===== src/rtl/jsu_pkg.sv =====
package jsu_pkg;

   // Push-back stack for the input byte and re-fed lookahead bytes
   localparam int STK_DEPTH = 8;
   localparam int STK_IDX_W = $clog2(STK_DEPTH);
   localparam int STK_CNT_W = $clog2(STK_DEPTH + 1);

   // Buffer for hex digits and surrogate lookahead bytes
   localparam int PEND_DEPTH = 7;
   localparam int PEND_IDX_W = $clog2(PEND_DEPTH);

   // Escape lengths after the backslash-u
   localparam int HEX_DIGITS = 4;
   localparam int LOOK_LEN   = 6;

   // Most output bytes per input item; the rest are dropped
   localparam int MAX_OUT   = 8;
   localparam int OUT_CNT_W = $clog2(MAX_OUT + 1);

   // Characters
   localparam logic [7:0] CH_BACKSLASH = 8'h5C;
   localparam logic [7:0] CH_U         = 8'h75;
   localparam logic [7:0] CH_B         = 8'h62;
   localparam logic [7:0] CH_F         = 8'h66;
   localparam logic [7:0] CH_N         = 8'h6E;
   localparam logic [7:0] CH_R         = 8'h72;
   localparam logic [7:0] CH_T         = 8'h74;
   localparam logic [7:0] CH_QMARK     = 8'h3F;
   localparam logic [7:0] CH_0         = 8'h30;
   localparam logic [7:0] CH_9         = 8'h39;
   localparam logic [7:0] CH_LOW_A     = 8'h61;
   localparam logic [7:0] CH_LOW_F     = 8'h66;
   localparam logic [7:0] CH_UP_A      = 8'h41;
   localparam logic [7:0] CH_UP_F      = 8'h46;

   // Control codes produced by the simple escapes
   localparam logic [7:0] CODE_BS  = 8'h08;
   localparam logic [7:0] CODE_FF  = 8'h0C;
   localparam logic [7:0] CODE_LF  = 8'h0A;
   localparam logic [7:0] CODE_CR  = 8'h0D;
   localparam logic [7:0] CODE_TAB = 8'h09;

   // Code point limits
   localparam logic [15:0] SURR_HIGH_MIN = 16'hD800;
   localparam logic [15:0] SURR_HIGH_MAX = 16'hDBFF;
   localparam logic [15:0] SURR_LOW_MIN  = 16'hDC00;
   localparam logic [15:0] SURR_LOW_MAX  = 16'hDFFF;
   localparam logic [20:0] CP_SUPP_BASE  = 21'h10000;
   localparam logic [20:0] CP_REPLACE    = 21'h0FFFD;
   localparam logic [20:0] UTF8_MAX1     = 21'h0007F;
   localparam logic [20:0] UTF8_MAX2     = 21'h007FF;
   localparam logic [20:0] UTF8_MAX3     = 21'h0FFFF;

   // Parser phase
   typedef enum logic [1:0] {
      PH_TEXT,
      PH_ESC,
      PH_HEX,
      PH_LOOK
   } phase_type;

   // Sequencer states
   typedef enum logic [1:0] {
      ST_IDLE,
      ST_PROC,
      ST_EMIT,
      ST_REPLAY
   } ctl_state_type;

   typedef struct packed {
      logic [7:0] in_byte;
      logic       string_end;
   } req_payload_type;

   typedef struct packed {
      logic [7:0] out_byte;
      logic       run_last;
   } rsp_payload_type;

   // Controller to datapath
   typedef struct packed {
      logic take_in;
      logic proc;
      logic emit;
      logic replay;
      logic end_step;
   } ctl_cmd_type;

   // Datapath to controller
   typedef struct packed {
      logic proc_block;
      logic emit_block;
      logic dec_more;
      logic dec_rep;
      logic stk_more;
      logic stk_any;
      logic enc_more;
      logic rep_more;
      logic rep_any;
   } dp_status_type;

endpackage


===== src/rtl/json_string_unescape_to_utf8_top.sv =====
// JSON string unescaper: takes the escaped body of a string one byte per beat, with
// string_end on its final byte, and returns the unescaped bytes with \uXXXX escapes
// written as UTF-8; run_last marks the last output byte caused by each input beat, and
// a beat may cause no output at all. A byte that passes through or is absorbed is
// accepted and then decoded; the further bytes of a multi-byte UTF-8 code point follow
// from the output stage, one byte per cycle unless the result channel stalls. When a
// surrogate lookahead or a short \u fails, the buffered bytes (up to six) are pushed
// back into the decoder one per cycle and then decoded again; a replayed \u that the
// end cuts short replays its digits once more. Output trails by one byte, held until
// the block knows whether it is the last of its beat, and a stalled result channel
// stalls decoding once that byte and the output register are full.
module json_string_unescape_to_utf8_top (
   input  logic                     clock,
   input  logic                     reset,
   input  logic                     req_valid,
   output logic                     req_ready,
   input  jsu_pkg::req_payload_type req_payload,
   output logic                     rsp_valid,
   input  logic                     rsp_ready,
   output jsu_pkg::rsp_payload_type rsp_payload
);

   jsu_pkg::ctl_cmd_type   cmd;
   jsu_pkg::dp_status_type status;

   // Sequencer
   jsu_ctrl u_ctrl (
      .clock     (clock),
      .reset     (reset),
      .req_valid (req_valid),
      .req_ready (req_ready),
      .status    (status),
      .cmd       (cmd)
   );

   // Decoder, buffers and output stage
   jsu_dpath u_dpath (
      .clock       (clock),
      .reset       (reset),
      .req_payload (req_payload),
      .cmd         (cmd),
      .status      (status),
      .rsp_ready   (rsp_ready),
      .rsp_valid   (rsp_valid),
      .rsp_payload (rsp_payload)
   );

endmodule


===== src/rtl/jsu_ctrl.sv =====
module jsu_ctrl (
   input  logic                   clock,
   input  logic                   reset,
   input  logic                   req_valid,
   output logic                   req_ready,
   input  jsu_pkg::dp_status_type status,
   output jsu_pkg::ctl_cmd_type   cmd
);

   jsu_pkg::ctl_state_type state_ff, state_in;

   // State register
   always_ff @(posedge clock) begin
      if (reset) begin
         state_ff <= jsu_pkg::ST_IDLE;
      end else begin
         state_ff <= state_in;
      end
   end

   // Next state
   always_comb begin
      state_in = state_ff;
      case (state_ff)
         jsu_pkg::ST_IDLE: begin
            if (req_valid) begin
               state_in = jsu_pkg::ST_PROC;
            end
         end
         jsu_pkg::ST_PROC: begin
            if (!status.proc_block) begin
               if (status.dec_more) begin
                  state_in = jsu_pkg::ST_EMIT;
               end else if (status.dec_rep) begin
                  state_in = jsu_pkg::ST_REPLAY;
               end else if (status.stk_more) begin
                  state_in = jsu_pkg::ST_PROC;
               end else begin
                  state_in = jsu_pkg::ST_IDLE;
               end
            end
         end
         jsu_pkg::ST_EMIT: begin
            if (!status.emit_block) begin
               if (status.enc_more) begin
                  state_in = jsu_pkg::ST_EMIT;
               end else if (status.rep_any) begin
                  state_in = jsu_pkg::ST_REPLAY;
               end else if (status.stk_any) begin
                  state_in = jsu_pkg::ST_PROC;
               end else begin
                  state_in = jsu_pkg::ST_IDLE;
               end
            end
         end
         jsu_pkg::ST_REPLAY: begin
            if (!status.rep_more) begin
               state_in = jsu_pkg::ST_PROC;
            end
         end
         default: begin
            state_in = jsu_pkg::ST_IDLE;
         end
      endcase
   end

   // Commands
   always_comb begin
      req_ready    = 1'b0;
      cmd          = '0;
      case (state_ff)
         jsu_pkg::ST_IDLE: begin
            req_ready   = 1'b1;
            cmd.take_in = req_valid;
         end
         jsu_pkg::ST_PROC: begin
            cmd.proc     = !status.proc_block;
            cmd.end_step = !status.proc_block && !status.dec_more && !status.dec_rep
                           && !status.stk_more;
         end
         jsu_pkg::ST_EMIT: begin
            cmd.emit     = !status.emit_block;
            cmd.end_step = !status.emit_block && !status.enc_more && !status.rep_any
                           && !status.stk_any;
         end
         jsu_pkg::ST_REPLAY: begin
            cmd.replay = 1'b1;
         end
         default: begin
            cmd = '0;
         end
      endcase
   end

endmodule


===== src/rtl/jsu_dpath.sv =====
module jsu_dpath (
   input  logic                     clock,
   input  logic                     reset,
   input  jsu_pkg::req_payload_type req_payload,
   input  jsu_pkg::ctl_cmd_type     cmd,
   output jsu_pkg::dp_status_type   status,
   input  logic                     rsp_ready,
   output logic                     rsp_valid,
   output jsu_pkg::rsp_payload_type rsp_payload
);

   // Hex digit decode: bit 4 flags a valid digit
   function automatic logic [4:0] hex_digit(input logic [7:0] c);
      logic [4:0] r;
      r = '0;
      if (c inside {[jsu_pkg::CH_0 : jsu_pkg::CH_9]}) begin
         r = {1'b1, 4'(c - jsu_pkg::CH_0)};
      end else if (c inside {[jsu_pkg::CH_LOW_A : jsu_pkg::CH_LOW_F]}) begin
         r = {1'b1, 4'(c - jsu_pkg::CH_LOW_A) + 4'd10};
      end else if (c inside {[jsu_pkg::CH_UP_A : jsu_pkg::CH_UP_F]}) begin
         r = {1'b1, 4'(c - jsu_pkg::CH_UP_A) + 4'd10};
      end
      return r;
   endfunction

   // Push-back stack
   logic [7:0]                      stk_byte_ff [jsu_pkg::STK_DEPTH];
   logic                            stk_end_ff  [jsu_pkg::STK_DEPTH];
   logic [jsu_pkg::STK_CNT_W-1:0]   stk_cnt_ff, stk_cnt_in;
   logic [jsu_pkg::STK_CNT_W-1:0]   top_pos;
   logic                            push_en;
   logic [7:0]                      push_byte;
   logic                            push_end;
   logic [7:0]                      cur_byte;
   logic                            cur_end;

   // Parser state
   jsu_pkg::phase_type              phase_ff, phase_in;
   logic [jsu_pkg::PEND_IDX_W-1:0]  pcnt_ff, pcnt_in;
   logic [7:0]                      pend_ff [jsu_pkg::PEND_DEPTH];
   logic [9:0]                      hi_bits_ff, hi_bits_in;
   logic                            step_end_ff, step_end_in;

   // Encoded bytes still to send, bytes still to push back
   logic [7:0]                      enc_ff [3];
   logic [7:0]                      enc_in [3];
   logic [1:0]                      enc_left_ff, enc_left_in;
   logic [jsu_pkg::PEND_IDX_W-1:0]  rep_left_ff, rep_left_in;
   logic [jsu_pkg::PEND_IDX_W-1:0]  rep_pos;
   logic                            rep_end_ff, rep_end_in;

   // Output staging
   logic [jsu_pkg::OUT_CNT_W-1:0]   emit_cnt_ff, emit_cnt_in;
   logic                            hold_vld_ff, hold_vld_in;
   logic [7:0]                      hold_byte_ff, hold_byte_in;
   logic                            hold_last_ff, hold_last_in;
   logic                            rsp_vld_ff, rsp_vld_in;
   jsu_pkg::rsp_payload_type        rsp_data_ff, rsp_data_in;

   // Decision for the byte on top of the stack
   logic [jsu_pkg::PEND_IDX_W-1:0]  pc1;
   logic [7:0]                      hx [4];
   logic [4:0]                      hd [4];
   logic [15:0]                     hex_v;
   logic                            hex_ok;
   logic                            is_high;
   logic                            is_low;
   jsu_pkg::phase_type              dec_phase;
   logic [jsu_pkg::PEND_IDX_W-1:0]  dec_pcnt;
   logic                            dec_wr_pend;
   logic                            dec_hi_wr;
   logic                            dec_raw;
   logic [7:0]                      dec_raw_byte;
   logic                            dec_use_cp;
   logic [20:0]                     dec_cp;
   logic [jsu_pkg::PEND_IDX_W-1:0]  dec_rep_n;
   logic                            dec_rep_e;
   logic [2:0]                      dec_len;
   logic [7:0]                      dec_byte [4];

   logic                            slot_free;
   logic                            emit_ok;
   logic                            cap_ok;
   logic                            em_req;
   logic                            em_do;
   logic [7:0]                      em_byte;
   logic                            hold_move;

   // Stack top and push source
   always_comb begin
      top_pos   = stk_cnt_ff - jsu_pkg::STK_CNT_W'(1);
      cur_byte  = stk_byte_ff[top_pos[jsu_pkg::STK_IDX_W-1:0]];
      cur_end   = stk_end_ff[top_pos[jsu_pkg::STK_IDX_W-1:0]];
      rep_pos   = rep_left_ff - jsu_pkg::PEND_IDX_W'(1);
      push_en   = cmd.take_in || cmd.replay;
      push_byte = cmd.take_in ? req_payload.in_byte : pend_ff[rep_pos];
      push_end  = cmd.take_in ? req_payload.string_end : rep_end_ff;
   end

   // Four hex digits: buffered ones plus the current byte
   always_comb begin
      if (phase_ff == jsu_pkg::PH_LOOK) begin
         hx[0] = pend_ff[2];
         hx[1] = pend_ff[3];
         hx[2] = pend_ff[4];
      end else begin
         hx[0] = pend_ff[0];
         hx[1] = pend_ff[1];
         hx[2] = pend_ff[2];
      end
      hx[3] = cur_byte;
      for (int i = 0; i < 4; i++) begin
         hd[i] = hex_digit(hx[i]);
      end
      hex_v   = {hd[0][3:0], hd[1][3:0], hd[2][3:0], hd[3][3:0]};
      hex_ok  = hd[0][4] && hd[1][4] && hd[2][4] && hd[3][4];
      is_high = hex_v inside {[jsu_pkg::SURR_HIGH_MIN : jsu_pkg::SURR_HIGH_MAX]};
      is_low  = hex_v inside {[jsu_pkg::SURR_LOW_MIN : jsu_pkg::SURR_LOW_MAX]};
   end

   // Byte decision
   always_comb begin
      pc1          = pcnt_ff + jsu_pkg::PEND_IDX_W'(1);
      dec_phase    = phase_ff;
      dec_pcnt     = pcnt_ff;
      dec_wr_pend  = 1'b0;
      dec_hi_wr    = 1'b0;
      dec_raw      = 1'b0;
      dec_raw_byte = cur_byte;
      dec_use_cp   = 1'b0;
      dec_cp       = jsu_pkg::CP_REPLACE;
      dec_rep_n    = '0;
      dec_rep_e    = 1'b0;
      case (phase_ff)
         jsu_pkg::PH_TEXT: begin
            if (cur_byte == jsu_pkg::CH_BACKSLASH) begin
               if (!cur_end) begin
                  dec_phase = jsu_pkg::PH_ESC;
               end
            end else begin
               dec_raw = 1'b1;
            end
         end
         jsu_pkg::PH_ESC: begin
            dec_phase = jsu_pkg::PH_TEXT;
            dec_raw   = 1'b1;
            case (cur_byte)
               jsu_pkg::CH_B: dec_raw_byte = jsu_pkg::CODE_BS;
               jsu_pkg::CH_F: dec_raw_byte = jsu_pkg::CODE_FF;
               jsu_pkg::CH_N: dec_raw_byte = jsu_pkg::CODE_LF;
               jsu_pkg::CH_R: dec_raw_byte = jsu_pkg::CODE_CR;
               jsu_pkg::CH_T: dec_raw_byte = jsu_pkg::CODE_TAB;
               jsu_pkg::CH_U: begin
                  if (cur_end) begin
                     dec_raw_byte = jsu_pkg::CH_QMARK;
                  end else begin
                     dec_raw   = 1'b0;
                     dec_phase = jsu_pkg::PH_HEX;
                     dec_pcnt  = '0;
                  end
               end
               default: dec_raw_byte = cur_byte;
            endcase
         end
         jsu_pkg::PH_HEX: begin
            dec_wr_pend = 1'b1;
            if (pc1 < jsu_pkg::PEND_IDX_W'(jsu_pkg::HEX_DIGITS)) begin
               if (cur_end) begin
                  // cut short by the end: '?' and feed the digits again
                  dec_raw      = 1'b1;
                  dec_raw_byte = jsu_pkg::CH_QMARK;
                  dec_rep_n    = pc1;
                  dec_rep_e    = 1'b1;
                  dec_phase    = jsu_pkg::PH_TEXT;
                  dec_pcnt     = '0;
               end else begin
                  dec_pcnt = pc1;
               end
            end else begin
               dec_pcnt  = '0;
               dec_phase = jsu_pkg::PH_TEXT;
               if (!hex_ok) begin
                  dec_raw      = 1'b1;
                  dec_raw_byte = jsu_pkg::CH_QMARK;
               end else if (is_high) begin
                  dec_hi_wr = 1'b1;
                  if (cur_end) begin
                     dec_use_cp = 1'b1;
                  end else begin
                     dec_phase = jsu_pkg::PH_LOOK;
                  end
               end else if (is_low) begin
                  dec_use_cp = 1'b1;
               end else begin
                  dec_use_cp = 1'b1;
                  dec_cp     = {5'b0, hex_v};
               end
            end
         end
         jsu_pkg::PH_LOOK: begin
            dec_wr_pend = 1'b1;
            if ((pc1 == jsu_pkg::PEND_IDX_W'(1) && cur_byte != jsu_pkg::CH_BACKSLASH) ||
                (pc1 == jsu_pkg::PEND_IDX_W'(2) && cur_byte != jsu_pkg::CH_U)) begin
               // no escape follows the high surrogate
               dec_use_cp = 1'b1;
               dec_rep_n  = pc1;
               dec_rep_e  = cur_end;
               dec_phase  = jsu_pkg::PH_TEXT;
               dec_pcnt   = '0;
            end else if (pc1 < jsu_pkg::PEND_IDX_W'(jsu_pkg::LOOK_LEN)) begin
               if (cur_end) begin
                  dec_use_cp = 1'b1;
                  dec_rep_n  = pc1;
                  dec_rep_e  = 1'b1;
                  dec_phase  = jsu_pkg::PH_TEXT;
                  dec_pcnt   = '0;
               end else begin
                  dec_pcnt = pc1;
               end
            end else begin
               dec_use_cp = 1'b1;
               dec_phase  = jsu_pkg::PH_TEXT;
               dec_pcnt   = '0;
               if (hex_ok && is_low) begin
                  // surrogate pair
                  dec_cp = jsu_pkg::CP_SUPP_BASE + {1'b0, hi_bits_ff, hex_v[9:0]};
               end else begin
                  dec_rep_n = pc1;
                  dec_rep_e = cur_end;
               end
            end
         end
         default: begin
            dec_phase = jsu_pkg::PH_TEXT;
         end
      endcase
   end

   // UTF-8 encode of the decision
   always_comb begin
      dec_len = 3'd0;
      for (int i = 0; i < 4; i++) begin
         dec_byte[i] = '0;
      end
      if (dec_use_cp) begin
         if (dec_cp <= jsu_pkg::UTF8_MAX1) begin
            dec_len     = 3'd1;
            dec_byte[0] = dec_cp[7:0];
         end else if (dec_cp <= jsu_pkg::UTF8_MAX2) begin
            dec_len     = 3'd2;
            dec_byte[0] = {3'b110, dec_cp[10:6]};
            dec_byte[1] = {2'b10, dec_cp[5:0]};
         end else if (dec_cp <= jsu_pkg::UTF8_MAX3) begin
            dec_len     = 3'd3;
            dec_byte[0] = {4'b1110, dec_cp[15:12]};
            dec_byte[1] = {2'b10, dec_cp[11:6]};
            dec_byte[2] = {2'b10, dec_cp[5:0]};
         end else begin
            dec_len     = 3'd4;
            dec_byte[0] = {5'b11110, dec_cp[20:18]};
            dec_byte[1] = {2'b10, dec_cp[17:12]};
            dec_byte[2] = {2'b10, dec_cp[11:6]};
            dec_byte[3] = {2'b10, dec_cp[5:0]};
         end
      end else if (dec_raw) begin
         dec_len     = 3'd1;
         dec_byte[0] = dec_raw_byte;
      end
   end

   // Emission into the one-byte hold stage
   always_comb begin
      slot_free = !rsp_vld_ff || rsp_ready;
      emit_ok   = !hold_vld_ff || slot_free;
      cap_ok    = emit_cnt_ff != jsu_pkg::OUT_CNT_W'(jsu_pkg::MAX_OUT);
      em_req    = (cmd.proc && dec_len != 3'd0) || cmd.emit;
      em_do     = em_req && cap_ok;
      em_byte   = cmd.proc ? dec_byte[0] : enc_ff[0];
      hold_move = hold_vld_ff && slot_free && (hold_last_ff || em_do);
   end

   // Next values
   always_comb begin
      stk_cnt_in = stk_cnt_ff;
      if (cmd.proc) begin
         stk_cnt_in = top_pos;
      end else if (push_en && stk_cnt_ff < jsu_pkg::STK_CNT_W'(jsu_pkg::STK_DEPTH)) begin
         stk_cnt_in = stk_cnt_ff + jsu_pkg::STK_CNT_W'(1);
      end

      phase_in    = phase_ff;
      pcnt_in     = pcnt_ff;
      hi_bits_in  = hi_bits_ff;
      step_end_in = step_end_ff;
      if (cmd.take_in) begin
         step_end_in = req_payload.string_end;
      end
      if (cmd.proc) begin
         phase_in = dec_phase;
         pcnt_in  = dec_pcnt;
         if (dec_hi_wr) begin
            hi_bits_in = hex_v[9:0];
         end
      end
      // the end of a string always leaves plain text
      if (cmd.end_step && step_end_ff) begin
         phase_in = jsu_pkg::PH_TEXT;
         pcnt_in  = '0;
      end

      enc_in      = enc_ff;
      enc_left_in = enc_left_ff;
      if (cmd.proc) begin
         enc_in[0]   = dec_byte[1];
         enc_in[1]   = dec_byte[2];
         enc_in[2]   = dec_byte[3];
         enc_left_in = (dec_len > 3'd1) ? 2'(dec_len - 3'd1) : 2'd0;
      end else if (cmd.emit) begin
         enc_in[0]   = enc_ff[1];
         enc_in[1]   = enc_ff[2];
         enc_left_in = enc_left_ff - 2'd1;
      end

      rep_left_in = rep_left_ff;
      rep_end_in  = rep_end_ff;
      if (cmd.proc) begin
         rep_left_in = dec_rep_n;
         rep_end_in  = dec_rep_e;
      end else if (cmd.replay) begin
         rep_left_in = rep_pos;
         rep_end_in  = 1'b0;
      end

      emit_cnt_in = emit_cnt_ff;
      if (cmd.take_in) begin
         emit_cnt_in = '0;
      end else if (em_do) begin
         emit_cnt_in = emit_cnt_ff + jsu_pkg::OUT_CNT_W'(1);
      end

      hold_vld_in  = hold_vld_ff;
      hold_byte_in = hold_byte_ff;
      hold_last_in = hold_last_ff;
      if (em_do) begin
         hold_vld_in  = 1'b1;
         hold_byte_in = em_byte;
         hold_last_in = cmd.end_step;
      end else if (hold_move) begin
         hold_vld_in = 1'b0;
      end else if (cmd.end_step && hold_vld_ff) begin
         hold_last_in = 1'b1;
      end

      rsp_vld_in  = rsp_vld_ff;
      rsp_data_in = rsp_data_ff;
      if (hold_move) begin
         rsp_vld_in           = 1'b1;
         rsp_data_in.out_byte = hold_byte_ff;
         rsp_data_in.run_last = hold_last_ff;
      end else if (rsp_ready) begin
         rsp_vld_in = 1'b0;
      end
   end

   // Control registers
   always_ff @(posedge clock) begin
      if (reset) begin
         stk_cnt_ff   <= '0;
         phase_ff     <= jsu_pkg::PH_TEXT;
         pcnt_ff      <= '0;
         step_end_ff  <= 1'b0;
         enc_left_ff  <= '0;
         rep_left_ff  <= '0;
         rep_end_ff   <= 1'b0;
         emit_cnt_ff  <= '0;
         hold_vld_ff  <= 1'b0;
         hold_last_ff <= 1'b0;
         rsp_vld_ff   <= 1'b0;
      end else begin
         stk_cnt_ff   <= stk_cnt_in;
         phase_ff     <= phase_in;
         pcnt_ff      <= pcnt_in;
         step_end_ff  <= step_end_in;
         enc_left_ff  <= enc_left_in;
         rep_left_ff  <= rep_left_in;
         rep_end_ff   <= rep_end_in;
         emit_cnt_ff  <= emit_cnt_in;
         hold_vld_ff  <= hold_vld_in;
         hold_last_ff <= hold_last_in;
         rsp_vld_ff   <= rsp_vld_in;
      end
   end

   // Payload registers
   always_ff @(posedge clock) begin
      hi_bits_ff   <= hi_bits_in;
      enc_ff       <= enc_in;
      hold_byte_ff <= hold_byte_in;
      rsp_data_ff  <= rsp_data_in;
      if (push_en && stk_cnt_ff < jsu_pkg::STK_CNT_W'(jsu_pkg::STK_DEPTH)) begin
         stk_byte_ff[stk_cnt_ff[jsu_pkg::STK_IDX_W-1:0]] <= push_byte;
         stk_end_ff[stk_cnt_ff[jsu_pkg::STK_IDX_W-1:0]]  <= push_end;
      end
      if (cmd.proc && dec_wr_pend) begin
         pend_ff[pcnt_ff] <= cur_byte;
      end
   end

   // Status to the controller
   always_comb begin
      status.proc_block = (dec_len != 3'd0) && cap_ok && !emit_ok;
      status.emit_block = cap_ok && !emit_ok;
      status.dec_more   = dec_len > 3'd1;
      status.dec_rep    = dec_rep_n != '0;
      status.stk_more   = stk_cnt_ff > jsu_pkg::STK_CNT_W'(1);
      status.stk_any    = stk_cnt_ff != '0;
      status.enc_more   = enc_left_ff > 2'd1;
      status.rep_more   = rep_left_ff > jsu_pkg::PEND_IDX_W'(1);
      status.rep_any    = rep_left_ff != '0;
   end

   assign rsp_valid   = rsp_vld_ff;
   assign rsp_payload = rsp_data_ff;

endmodule


===== config.mk =====
export PLATFORM = sky130hd
export DESIGN_NAME = json_string_unescape_to_utf8_top
export DESIGN_NICKNAME = d
export VERILOG_FILES = /design/src/rtl/jsu_pkg.sv /design/src/rtl/json_string_unescape_to_utf8_top.sv /design/src/rtl/jsu_ctrl.sv /design/src/rtl/jsu_dpath.sv
export SDC_FILE = /design/constraint.sdc
export NUM_CORES = 1
export LEC_CHECK = 0
export BUFFER_PORTS_ARGS = -buffer_cell sky130_fd_sc_hd__clkbuf_2
export CAP_MARGIN = 20
export CELL_PAD_IN_SITES_DETAIL_PLACEMENT = 0
export CELL_PAD_IN_SITES_GLOBAL_PLACEMENT = 1
export CORE_MARGIN = 4
export CORE_UTILIZATION = 45
export CTS_CLUSTER_DIAMETER = 30
export DETAILED_ROUTE_END_ITERATION = 10
export PLACE_DENSITY = 0.68
export SETUP_SLACK_MARGIN = 0.4
export SLEW_MARGIN = 30
export SYNTH_ARGS = -nofsm -noshare
export SYNTH_HDL_FRONTEND = slang
export SYNTH_SLANG_ARGS = --single-unit

===== constraint.sdc =====
create_clock -name clock -period 10.6 [get_ports clock]
set_clock_uncertainty 0.15 [all_clocks]
set_input_delay 0.53 -clock clock [delete_from_list [all_inputs] [get_ports clock]]
set_output_delay 0.53 -clock clock [all_outputs]
set_load 0.005 [all_outputs]

# == Word level (Yosys, flattened, before mapping) ==
# Memories as Yosys holds them, arrays and structs flattened.
# Index checks and enable logic that the tools add are counted.
# classes
add_sub_neg,28
mul,0
n_div,0
magnitude_cmp,38
n_eq_ne,27
shifts,0
muxes,129
bitwise,1
n_reduce_logical,77
# ops
operator,count
21-bit two-way mux,7
16-bit two-way mux,5
24-bit two-way mux,3
8-bit two-way mux,9
8-bit by 7-bit >= comparator with 1-bit output (second input constant),8
8-bit by 7-bit less-or-equal comparator with 1-bit output (second input constant),8
5-bit two-way mux,12
8-bit by 7-bit equality test with 1-bit output (second input constant),7
4-bit by 1-bit subtractor with 4-bit output (second input constant),13
3-bit two-way mux,17
8-bit case mux with 6 select lines,1
2-bit two-way mux,22
21-bit case mux with 2 select lines,1
1-bit two-way mux,41
1-bit logical AND,37
4-bit adder (second input constant),8
16-bit >= comparator (second input constant),2
8-bit by 6-bit >= comparator with 1-bit output (second input constant),4
16-bit less-or-equal comparator (second input constant),2
8-bit by 6-bit less-or-equal comparator with 1-bit output (second input constant),4
17-bit by 20-bit adder with 21-bit output (first input constant),1
21-bit by 11-bit less-or-equal comparator with 1-bit output (second input constant),1
21-bit by 16-bit less-or-equal comparator with 1-bit output (second input constant),1
21-bit by 7-bit less-or-equal comparator with 1-bit output (second input constant),1
37 further kinds,85
# word_totals
reg_bits,76
latch_bits,0
ramBits,128
rom_bits,0
inputBits,13
wordCells,323
memories,3
# memory_table
name,depth,word_bits,read_ports,rd_ports_with_merged_regs,wr,line,text
u_dpath.stk_byte_ff,8,8,1,0,1,jsu_dpath.sv:27,logic [7:0] stk_byte_ff [jsu_pkg::STK_DEPTH];
u_dpath.pend_ff,7,8,6,0,1,jsu_dpath.sv:40,logic [7:0] pend_ff [jsu_pkg::PEND_DEPTH];
u_dpath.stk_end_ff,8,1,1,0,1,jsu_dpath.sv:28,logic stk_end_ff [jsu_pkg::STK_DEPTH];

# == Depth between registers and ports, before layout ==
# depth
word_depth,32
ltp_mapped,25
ltp_nobuf,17

# == Cells and area by module ==
# A second synthesis with hierarchy kept.
# unflattened
hier_cells,1005
hier_area_um2,11801.3
# by_module_without_submodules
module,instances,cells_per_inst,area_per_inst_um2
jsu_dpath,1,973,11557.3
jsu_ctrl,1,32,244.0

# == Worst setup path before layout ==
# OpenSTA, ideal clock, no wires.
# synth_timing
path_type,reg2reg
from,register u_dpath.stk_cnt_ff[0] in the netlist's numbering
to,register u_dpath.rsp_data_ff (netlist bit u_dpath.rsp_payload[0]) (enable)
arrival_time_ns,6.034
required_ns,10.076
path_slack_ns,4.042
path_stages_with_launch,24
path_buffers,6
cell_sequence,dfxtp_1 buf_2 buf_2 clkinv_1 ha_1 buf_2 buf_1 buf_2 mux4_2 nand2_1 and2_1 clkbuf_1 inv_1 ha_1 or3b_2 a32o_1 nand3_1 o21bai_2 a211o_1 nand2_1 o21ai_0 a21oi_2 o21ai_0 nor2_1
# synth_between
elab_chain_cells,29
# synth_rtl
element,line,text
start: declaration,jsu_dpath.sv:29,"logic [jsu_pkg::STK_CNT_W-1:0] stk_cnt_ff, stk_cnt_in;"
start signal: assignment,jsu_dpath.sv:380,stk_cnt_ff <= stk_cnt_in;
4-bit by 1-bit subtractor with 4-bit output (*),jsu_dpath.sv:91,top_pos = stk_cnt_ff - jsu_pkg::STK_CNT_W'(1);
memory read 8 x 8 bit (*),n/a,
net u_dpath.cur_byte[0],jsu_dpath.sv:34,logic [7:0] cur_byte;
4-bit by 1-bit subtractor with 4-bit output (tied with other cells),"jsu_dpath.sv:19, jsu_dpath.sv:21",
4-bit adder / 1-bit logical AND (equally long branches),"jsu_dpath.sv:19, jsu_dpath.sv:21, jsu_dpath.sv:20",
5-bit two-way mux,jsu_dpath.sv:20,end else if (c inside {[jsu_pkg::CH_UP_A : jsu_pkg::CH_UP_F]}) begin
5-bit two-way mux,jsu_dpath.sv:18,end else if (c inside {[jsu_pkg::CH_LOW_A : jsu_pkg::CH_LOW_F]}) begin
5-bit two-way mux,jsu_dpath.sv:16,if (c inside {[jsu_pkg::CH_0 : jsu_pkg::CH_9]}) begin
[... 16 more ...],n/a,
1-bit two-way mux,jsu_ctrl.sv:71,case (state_ff)
1-bit logical AND (*),jsu_dpath.sv:276,em_req = (cmd.proc && dec_len != 3'd0) || cmd.emit;
1-bit logical OR (*),jsu_dpath.sv:276,
1-bit logical AND (*),jsu_dpath.sv:277,em_do = em_req && cap_ok;
net u_dpath.em_do,jsu_dpath.sv:85,logic em_do;
1-bit logical OR (*),jsu_dpath.sv:279,hold_move = hold_vld_ff && slot_free && (hold_last_ff || em_do);
1-bit logical AND (*),jsu_dpath.sv:279,
net u_dpath.hold_move,jsu_dpath.sv:87,logic hold_move;
end signal: assignment,jsu_dpath.sv:399,rsp_data_ff <= rsp_data_in;
end: declaration,jsu_dpath.sv:58,"jsu_pkg::rsp_payload_type rsp_data_ff, rsp_data_in;"
# Mark *: on every way through the listed nets, which the timed path passes. The rest lies on a longest branch.
# A chain may end at the register's enable or synchronous reset.

# == Worst setup path after layout ==
# layout_timing
from,register u_dpath.stk_cnt_ff[1] in the netlist's numbering
to,register u_dpath.rsp_data_ff (netlist bit u_dpath.rsp_payload[6]) (enable)
# The elaborated chain is that of the path after synthesis.

==> impl_metrics.yaml <==
timing:
  tns_ns: 0
  max_slew_margin_pct: 34.3
  setup_viol: 0
  fin_crit_ns: 6.96
  worst_slew_pin_slew_ns: 0.982
  max_freq_ghz: 0.144
  finalCritPeriodShare_pct: 65.7
  finalHoldViolCount: 0
  slew_viol_final: 0
  rsz0062_at_grt: "no"
critical_path:
  crit_required_ns: 10.60
  slowest_stage: "a21oi_2"
  path_cells: "inv_1 > ha_2 > buf_4 > mux4_2 > nand2_1 > and2_1 > inv_1 > ha_1 > or3b_2 > a32o_1 > nand3_1 > o21bai_2 > a211o_1 > nand2_1 > o21ai_0 > a21oi_2 > o21ai_0 > nor2_1"
  max_stage_delay_ns: 0.63
  cp-startpoint: "u_dpath.stk_cnt_ff[1]"
  cp-end-kind: "flop"
  crit_arrival_ns: 6.96
  worstSetupPathType: "flop to flop"
  critical_path.endpoint: "u_dpath.rsp_payload[6]"
  crit_fanout: 41
  r2r-start: "u_dpath.stk_cnt_ff[1]"
  r2r_end: "u_dpath.rsp_payload[6]"
  regToRegSetupSlack_ns: 3.64
  start_kind: "flop"
  rr_worst_depth: 18
clock_network:
  post_cts.repair.setup_buffers: 0
  numCtsBuffers: 46
  htree_levels: 2
  clk_latency_ns: 0.55
  cts_max_path_buffers: 3
  cts-root-buf: "clkbuf_16"
  cts_tree: "done"
  cts_resized: 0
  clk_pin_slew_worst_paths_ns: 0.05
  cts_sinks: 209
  holdBufCountCts: 0
drt:
  drt_first_pass_iters: 5
  ant_nets: 0
  wirelength_um: 33700
  vias: 8981
  detail_route.iter0.violations: 787
  wl_per_cell_um: 22.8
  routed_via_density: 6.08
  drc: 0
yosys:
  syn-num-nets: 1118
  synth_seq_cells: 209
  netlist_area_mm2: 0.0120
  synth_seq_area_share_pct: 50.3
  synthFlopType: "edfxtp_1"
  syn_area_per_cell_um2: 11.2
  yosysTopAreaCell: "edfxtp_1"
  synthCells: 1066
  async_flop_share_pct: 0
  synth_cell_types: 92
  synth_area_leaders: "edfxtp_1 (46%), mux4_2 (6.6%), dfxtp_1 (4.2%)"
  ys_warn_count: 0
  synth-edff-count: 184
  synth_top_cell_area_share_pct: 46.1
flow_run:
  drv_cap: 0
worst_hold_path:
  min-delay-path-class: "primary input to flop"
  hold_depth: 3
power_and_ir_drop:
  leakage_nw: 4.96
  power_switching_w: 0.000920
  sw_frac_of_total_pct: 29.6
  p_int_w: 0.00219
  power_frac_clock_pct: 47.8
  total_power_w: 0.00311
  comb_power_share_pct: 19.2
  max-vdd-ir-drop_v: 0.000140
  powerDensity_mw_per_mm2: 220
  p_seq_share_pct: 33.0
place:
  gp_congestion: 0.867
  port_buffers: 23
  hpwl_um: 24000
grt:
  grt_overflow: 0
  grt_max_degree: 44
  grt_antenna_before_repair: 1
  grt_pass1_wl_um: 52200
  grtUsageTotal_pct: 23.0
  grt_pass1_vias: 8806
floorplan:
  rows: 59
  initial_core_util_pct: 45.8
  die_w_um: 171
  core_mm2: 0.0261
  dieArea_mm2: 0.0293
  num_io_pins: 24
  die_y_um: 171
layout:
  area_growth_pct: 17.8
  drive_gt1_share_pct: 17.9
  final_nets: 1156
  antennaDiodeCount: 0
run_status:
  outcome: "finished, final reports clean"
[state kept, by name, summed over array words and instances (netlist names), 2 cells and up]
| register | cells |
|---|---|
| u_dpath.stk_cnt_ff | 4 |
| u_dpath.hold_byte_ff | 8 |
| u_dpath.stk_byte_ff | 64 |
| u_dpath.pend_ff | 64 |
| u_dpath.rep_left_ff | 3 |
| u_ctrl.state_ff | 2 |
| u_dpath.emit_cnt_ff | 4 |
| u_dpath.phase_ff | 2 |
| u_dpath.enc_ff | 21 |
| u_dpath.pcnt_ff | 3 |
| u_dpath.enc_left_ff | 2 |
| u_dpath.rsp_payload | 9 |
| u_dpath.stk_end_ff | 8 |
| u_dpath.hi_bits_ff | 10 |
[layer usage]
layer,global-route usage (%),vias to the layer above,wire length (µm)
met3,3.70,67,2030
li1,-,4193,-
met4,7.58,0,1030
met1,33.3,4415,15400
met2,35.6,306,15200
met5,0,-,0
[kinds of logic (layout without fill, tap and decap cells)]
group | Yosys count | in the layout | synth area share (%)
xor gates and xnor gates | 16 | 16 | 1.23
and+or+nand+nor | 357 | 357 | 14.8
DFF | 209 | 209 | 50.3
adders and majority gates | 39 | 39 | 4.07
AOI/OAI and AO/OA | 258 | 258 | 15.3
buffers and inverters | 106 | 181 | 3.68
muxes | 81 | 81 | 10.6
[worst min path at each step]
stage                            startpoint                endpoint  slack [ns]
CTS                          req_payload[0]     u_dpath.step_end_ff        0.09
global route                 req_payload[0]     u_dpath.step_end_ff        0.11
global placement    u_dpath.hold_byte_ff[1]  u_dpath.rsp_payload[2]        0.25
finish                       req_payload[0]     u_dpath.step_end_ff         0.1
detailed placement  u_dpath.hold_byte_ff[1]  u_dpath.rsp_payload[2]        0.25
floorplan           u_dpath.hold_byte_ff[0]  u_dpath.rsp_payload[1]        0.25
[cell usage after synthesis (5+ instances only)]
cell,n
a211o_1,5
a211oi_1,9
a21o_1,8
a21oi_1,48
a221oi_1,8
a22o_1,14
a22oi_1,5
a31oi_1,11
a32o_1,7
and2_1,11
and3_1,7
buf_2,19
clkbuf_1,25
dfxtp_1,25
edfxtp_1,184
ha_1,39
inv_1,53
mux2_2,11
mux2i_1,32
mux4_2,35
nand2_1,108
nand2b_1,7
nand3_1,46
nand4_1,8
nor2_1,77
nor2b_1,18
nor3_1,21
nor4_1,10
o2111ai_1,5
o211ai_1,16
o21ai_0,58
o22ai_1,5
o31ai_1,6
o32ai_1,6
or3_1,6
xnor2_1,8
xor2_1,7
[final cells by class]
cell class	instances	area [µm²]
Fill cell	2295	12000
Sequential cell	209	6030
Multi-Input combinational cell	751	5570
Clock buffer	52	1180
Clock inverter	33	449
Tap cell	335	419
Timing Repair Buffer	41	250
Inverter	55	206
[cells in the final DEF (no fill, tap or decap), types with 6 or more instances in the layout]
cell type    n
a22o_1      14
o31ai_1      6
o32ai_1      6
nor3_1      19
ha_1        38
inv_6        9
nand3_1     46
a211oi_1     9
xor2_1       7
nand4_1      8
o21ai_0     56
and2_1      11
bufinv_16    7
clkbuf_2    23
a31oi_1     11
dfxtp_1     25
a21oi_1     48
edfxtp_1   184
nor2b_1     18
nand2b_1     7
mux2i_1     32
mux4_2      35
a21o_1       8
nor2_1      75
xnor2_1      8
a32o_1       7
mux2_2      11
or3_1        6
nand2_1    108
inv_1       53
clkbuf_16   46
buf_4       18
and3_1       7
nor4_1       6
o211ai_1    16
a221oi_1     8
[power groups by stage]
stage	combinational, W	clock, W	sequential (W)
6_report	0.000598	0.00149	0.00103
5_1_grt	0.000650	0.00155	0.00103
4_1_cts	0.000594	0.00150	0.00103
3_5_place_dp	0.000592	0	0.00104
3_3_place_gp	0.000592	0	0.00104
2_1_floorplan	0.000414	0	0.00103
[through the flow]
stage	worst slack [ns]	area [µm²]	std cells	hold WS, ns	util, %
floorplan	4.04	12000	1066	0.250	-
global placement	3.88	12500	1391	0.254	47.7
detailed placement	3.73	12500	1391	0.255	47.7
CTS	3.70	14100	1476	0.0893	54.0
global route	3.12	14100	1476	0.107	54.0
finish	3.64	14100	1476	0.0993	54.0
[critical path, delay by kind of cell, from the launching register on]
family / cells / cell delay, ns
buffers and inverters: 3 / 0.99
multiplexers: 1 / 0.37
AND/OR/NAND/NOR: 6 / 1.66
AO/OA/AOI/OAI: 6 / 1.93
adder cells (fa/ha/maj): 2 / 0.94
flip-flops: 1 / 0.52
Note: power is estimated with default switching activity, not from simulation.
